**config.mk**
```make
export PLATFORM = sky130hd
export DESIGN_NAME = signed_binary_to_decimal_ascii_core
export DESIGN_NICKNAME = d
export VERILOG_FILES = /design/src/hw/rtl/sbd_pkg.sv /design/src/hw/rtl/sbd_stage.sv /design/src/hw/rtl/signed_binary_to_decimal_ascii_core.sv
export SDC_FILE = /design/constraint.sdc
export NUM_CORES = 2
export LEC_CHECK = 0
export BUFFER_PORTS_ARGS = -buffer_cell sky130_fd_sc_hd__buf_2
export CAP_MARGIN = 10
export CORE_MARGIN = 4
export CORE_UTILIZATION = 31
export DETAILED_ROUTE_END_ITERATION = 6
export SYNTH_ARGS = -nofsm -noshare
export SYNTH_HDL_FRONTEND = slang
export SYNTH_SLANG_ARGS = --single-unit
```
**constraint.sdc**
```tcl
create_clock -name clk -period 28.4 [get_ports clk]
set_clock_uncertainty 0.15 [all_clocks]
set_input_delay 5.68 -clock clk [delete_from_list [all_inputs] [get_ports clk]]
set_output_delay 5.68 -clock clk [all_outputs]
set_load 0.1 [all_outputs]
```
**src/hw/rtl/sbd_pkg.sv**
```systemverilog
`timescale 1ns / 1ps
// ----------------------------------------------------------------------------
// sbd_pkg: shared constants for the decimal text converter
// Holds the value width, the digit count and the character codes.
// ----------------------------------------------------------------------------
package sbd_pkg;

  localparam int unsigned ValueBitsDefault = 64;
  localparam int unsigned DigitCount       = 20;
  localparam int unsigned DigitIdxBits     = 5;
  localparam logic [7:0]  CharZero         = 8'h30;
  localparam logic [7:0]  CharMinus        = 8'h2D;

endpackage

```
**src/hw/rtl/sbd_stage.sv**
```systemverilog
`timescale 1ns / 1ps
// ----------------------------------------------------------------------------
// sbd_stage: one pipeline stage of the double-dabble converter
// Shifts STEP magnitude bits into the BCD digits, adjusting before each shift.
// ----------------------------------------------------------------------------
module sbd_stage #(
  parameter int unsigned VALUE_BITS = sbd_pkg::ValueBitsDefault,
  parameter int unsigned STEP       = 8
) (
  input  logic                                   clk,
  input  logic                                   rst,
  input  logic                                   en,
  input  logic                                   in_valid,
  input  logic                                   in_negative,
  input  logic [VALUE_BITS-1:0]                  in_mag,
  input  logic [sbd_pkg::DigitCount-1:0][3:0]    in_bcd,
  output logic                                   out_valid,
  output logic                                   out_negative,
  output logic [VALUE_BITS-1:0]                  out_mag,
  output logic [sbd_pkg::DigitCount-1:0][3:0]    out_bcd
);

  logic [VALUE_BITS-1:0]               mag_next;
  logic [sbd_pkg::DigitCount-1:0][3:0] bcd_next;

  always_comb begin
    mag_next = in_mag;
    bcd_next = in_bcd;
    for (int s = 0; s < int'(STEP); s++) begin
      for (int d = 0; d < int'(sbd_pkg::DigitCount); d++) begin
        if (bcd_next[d] >= 4'd5) begin
          bcd_next[d] = bcd_next[d] + 4'd3;
        end
      end
      bcd_next = (bcd_next << 1) |
                 {{(sbd_pkg::DigitCount*4-1){1'b0}}, mag_next[VALUE_BITS-1]};
      mag_next = {mag_next[VALUE_BITS-2:0], 1'b0};
    end
  end

  always_ff @(posedge clk) begin
    if (rst) begin
      out_valid <= 1'b0;
    end else if (en) begin
      out_valid <= in_valid;
    end
    if (en) begin
      out_negative <= in_negative;
      out_mag      <= mag_next;
      out_bcd      <= bcd_next;
    end
  end

endmodule

```
**src/hw/rtl/signed_binary_to_decimal_ascii_core.sv**
```systemverilog
`timescale 1ns / 1ps
// ----------------------------------------------------------------------------
// signed_binary_to_decimal_ascii_core: signed integer to decimal ASCII text
// Converts each value with a pipelined double-dabble and streams its
// characters, most significant first, with a flag on the last character.
// ----------------------------------------------------------------------------
//  channel  signals                      direction  meaning
//  input    valid, ready, value          in         one signed integer
//  output   valid, ready, text_char,     out        one character per item,
//           last_char                               last_char on the final one
//
// An item enters the converter pipeline in any cycle its first stage can
// advance; the conversion passes through ceil(VALUE_BITS/8) register stages
// (eight adjust-and-shift steps each), and then into the emitter register,
// from which the first character is offered. The character emitter sends one
// character per cycle while out_ready is high, so a number gives 1 to 20
// characters and that sets the sustained rate. Once the last stage holds a
// finished item, a stall on the output holds the whole pipeline in place;
// nothing is dropped or repeated. rst clears all valid bits.
// ----------------------------------------------------------------------------
module signed_binary_to_decimal_ascii_core #(
  parameter int unsigned VALUE_BITS = sbd_pkg::ValueBitsDefault
) (
  input  logic                   clk,
  input  logic                   rst,
  input  logic                   in_valid,
  output logic                   in_ready,
  input  logic signed [63:0]     value,
  output logic                   out_valid,
  input  logic                   out_ready,
  output logic [7:0]             text_char,
  output logic                   last_char
);

  localparam int unsigned Step   = 8;
  localparam int unsigned Stages = (VALUE_BITS + Step - 1) / Step;
  localparam int unsigned PadBits = Stages * Step;
  localparam int unsigned DC     = sbd_pkg::DigitCount;
  localparam int unsigned IB     = sbd_pkg::DigitIdxBits;

  // Pipeline chain, entry 0 is the input side.
  logic                          st_valid [Stages+1];
  logic                          st_neg   [Stages+1];
  logic [PadBits-1:0]            st_mag   [Stages+1];
  logic [DC-1:0][3:0]            st_bcd   [Stages+1];

  // Emitter state.
  logic                          busy;
  logic [DC-1:0][3:0]            digits;   // index 0 is the least significant
  logic                          sign_pending;
  logic [IB-1:0]                 pos;
  logic                          advance;
  logic                          emit_done;

  logic [VALUE_BITS-1:0]         raw;
  logic [VALUE_BITS-1:0]         mag_in;
  logic [IB-1:0]                 top_next;

  // Take the low bits, form the magnitude as unsigned so the most negative
  // value converts exactly, and left-align it in the padded shift word.
  assign raw    = value[VALUE_BITS-1:0];
  assign mag_in = raw[VALUE_BITS-1] ? (~raw + VALUE_BITS'(1)) : raw;

  assign st_valid[0] = in_valid;
  assign st_neg[0]   = raw[VALUE_BITS-1];
  assign st_mag[0]   = PadBits'(mag_in) << (PadBits - VALUE_BITS);
  assign st_bcd[0]   = '0;

  // The whole pipeline advances unless the finished item cannot leave.
  assign emit_done = busy && !sign_pending && (pos == '0) && out_ready;
  assign advance   = !st_valid[Stages] || !busy || emit_done;
  assign in_ready  = advance;

  for (genvar g = 0; g < int'(Stages); g++) begin : g_stage
    sbd_stage #(.VALUE_BITS(PadBits), .STEP(Step)) u_stage (
      .clk          (clk),
      .rst          (rst),
      .en           (advance),
      .in_valid     (st_valid[g]),
      .in_negative  (st_neg[g]),
      .in_mag       (st_mag[g]),
      .in_bcd       (st_bcd[g]),
      .out_valid    (st_valid[g+1]),
      .out_negative (st_neg[g+1]),
      .out_mag      (st_mag[g+1]),
      .out_bcd      (st_bcd[g+1])
    );
  end

  // Find the most significant non-zero digit; zero keeps index 0.
  always_comb begin
    top_next = '0;
    for (int d = 0; d < int'(DC); d++) begin
      if (st_bcd[Stages][d] != 4'd0) begin
        top_next = IB'(d);
      end
    end
  end

  always_ff @(posedge clk) begin
    if (rst) begin
      busy         <= 1'b0;
      sign_pending <= 1'b0;
      pos          <= '0;
    end else begin
      if (advance && st_valid[Stages]) begin
        // Load the next finished item into the emitter.
        busy         <= 1'b1;
        sign_pending <= st_neg[Stages];
        pos          <= top_next;
      end else if (emit_done) begin
        busy <= 1'b0;
      end else if (busy && out_ready) begin
        if (sign_pending) begin
          sign_pending <= 1'b0;
        end else begin
          pos <= pos - 1'b1;
        end
      end
    end
    if (advance && st_valid[Stages]) begin
      digits <= st_bcd[Stages];
    end
  end

  assign out_valid = busy;
  assign text_char = sign_pending ? sbd_pkg::CharMinus
                                  : (sbd_pkg::CharZero | {4'd0, digits[pos]});
  assign last_char = !sign_pending && (pos == '0);

endmodule

```
==> metrics <==
Synth area leader edfxtp_1; hpwl dp 179000 um; Worst Path Required 28710 ps; H-tree levels 3; Critical Path End Type register; total track usage 0.128; cells after synthesis 13301; RePlAce Congestion 0.816; fillers 34676; dominant cells by area after synthesis edfxtp_1, ha_1, o21ai_0, a21oi_1, nand2_1; Slew @ Worst Pin 1150 ps; Hold Buf Count CTS 0; vias per cell 5.45; WS Path Type in2reg; Area growth, synth to finish 7.57%; sequential share of the synthesized area 0.204; final hold violation count 0; die area 340000 um^2; # setup viols final 0; fin nets 13830; Yosys reg bits 701; initial antenna violation count 11; post-cts gate resize count 0; delay-heaviest family, CP simple AND/OR/NAND/NOR gates; share of layout cells above drive strength 1 0.0813; crit start category primary input; largest net degree at the start of global routing 156; Tcrit/Tclk final 0.462; Bufs on Longest Clock Path 3; clk root buf clkbuf_16; CTS tree done; Setup Buffers After CTS 0; Yosys warning count 0; Slew Limit Fails 0; first-pass GRT wire length 395000 um; site row count 210; clk_lat worst skew 720 ps; Worst Path Arrival 13430 ps; Hold Crit Class reg2reg; DR iter-0 viols 5662; Critical path buffers and inverters 5; I/O Buffers 75; most frequent CP cell ha_1; max-cap viol count 0; Congestion Overflow GR 0; Routed WL 232000 um; Slowest Stage Delay on Critical Path 930 ps; final worst path period need 13110 ps; WL/cell 13.2 um; area of the core 328000 um^2; worst relative slew slack 0.226; number of global-route vias before repair 85311; DRT Pass-1 Iters 6; Mapped Area 103000 um^2; Fmax 76.3 MHz; most used flip-flop cell after synthesis edfxtp_1; count leader, synth nand2_1; Finished Cell Area 110000 um^2; async set-or-reset flop fraction in the synthesized netlist 0; die height 583 um; # DRC 0; cts bufs inserted 87; post-route ant nets 0; clock sinks 701; worst-path fanout max 8; Worst path slowest cell and3_1; area share of the largest cell type after synthesis 0.201; Die X 583 um; setup TNS 0 ps; most frequent cells after synthesis nand2_1, nor2_1, o21ai_0, a21oi_1, inv_1; Distinct cells, synth 142; number of synthesized flops with an enable pin 686; Worst-path clk slew 60 ps; Ports 79; status completed; dpl cell area 107000 um^2; Starting Density 0.312; RSZ-0062 raised after global routing no; via count 95934; Synth Area per Inst 7.71 um^2
## metrics by stage
step / util / std cells / hold WS (ps) / worst slack (ps)
final: 0.336 / 17593 / 266 / 15290
after global placement: 0.327 / 17431 / 252 / 14470
after CTS: 0.336 / 17591 / 258 / 15320
after global routing: 0.336 / 17593 / 264 / 14480
after detailed placement: 0.327 / 17431 / 255 / 14520
after floorplan: - / 13302 / 250 / 3260
## registers in the layout (all words and copies together) (netlist names)
| name | count |
|---|---|
| g_stage.u_stage.out_negative | 8 |
| out_valid | 1 |
| pos | 5 |
| g_stage.u_stage.out_bcd | 374 |
| g_stage.u_stage.out_valid | 8 |
| g_stage.u_stage.out_mag | 224 |
| digits | 80 |
| sign_pending | 1 |
## routing by layer
layer | GRT usage | vias to the layer above | part of all wire
li1 | - | 50480 | -
met1 | 0.178 | 44322 | 0.51
met2 | 0.219 | 966 | 0.45
met3 | 0.0117 | 166 | 0.026
met4 | 0.0207 | 0 | 0.013
met5 | 0 | - | 0
## cells in the final DEF (no fill, tap or decap), types with 202 or more instances in the layout
cell type	count
xnor2_1	331
o21ai_0	1048
a21oi_1	905
a211oi_1	312
nor2_1	1074
nor2b_1	202
or2_2	238
mux2_2	285
edfxtp_1	686
ha_1	588
nand2_1	1202
mux2i_1	441
o211ai_1	228
nor3_1	346
nand3_1	362
nand2b_1	261
inv_1	879
## cell families after synthesis
| family | count (synthesis) | share of synthesized area |
|---|---|---|
| DFF | 701 | 0.204 |
| and+or+nand+nor | 4563 | 0.219 |
| adders and majority gates | 619 | 0.0747 |
| muxes | 768 | 0.0822 |
| AOI/OAI and AO/OA | 4961 | 0.334 |
| xor gates and xnor gates | 467 | 0.0417 |
| buffers and inverters | 1220 | 0.0456 |
| other | 2 | 0.0000732 |
## cell type report
cell class / instances / area [um^2] / area share
Inverter: 895 / 3360 / 0.0304
Antenna cell: 2 / 5.00 / 0.0000453
Sequential cell: 701 / 20900 / 0.189
Multi-Input combinational cell: 11381 / 77000 / 0.698
Timing Repair Buffer: 108 / 638 / 0.00578
Tap cell: 4346 / 5440 / 0.0493
Clock buffer: 99 / 2220 / 0.0201
Clock inverter: 61 / 762 / 0.00690
## final timing paths
check                                        end  slack, ps                      startpoint  cells after the start
setup / recovery   g_stage[0].u_stage.out_bcd[6]      15290                        value[5]                     32
hold / removal     g_stage[7].u_stage.out_bcd[0]        270  g_stage[6].u_stage.out_mag[56]                      0
setup reg to reg  g_stage[7].u_stage.out_bcd[13]      20370   g_stage[6].u_stage.out_bcd[0]                     28
hold reg to reg    g_stage[7].u_stage.out_bcd[0]        270  g_stage[6].u_stage.out_mag[56]                      0
Power is left out: the tool's default activity adds up to more than one toggle a clock period on the data nets, which glitch-free logic cannot reach.
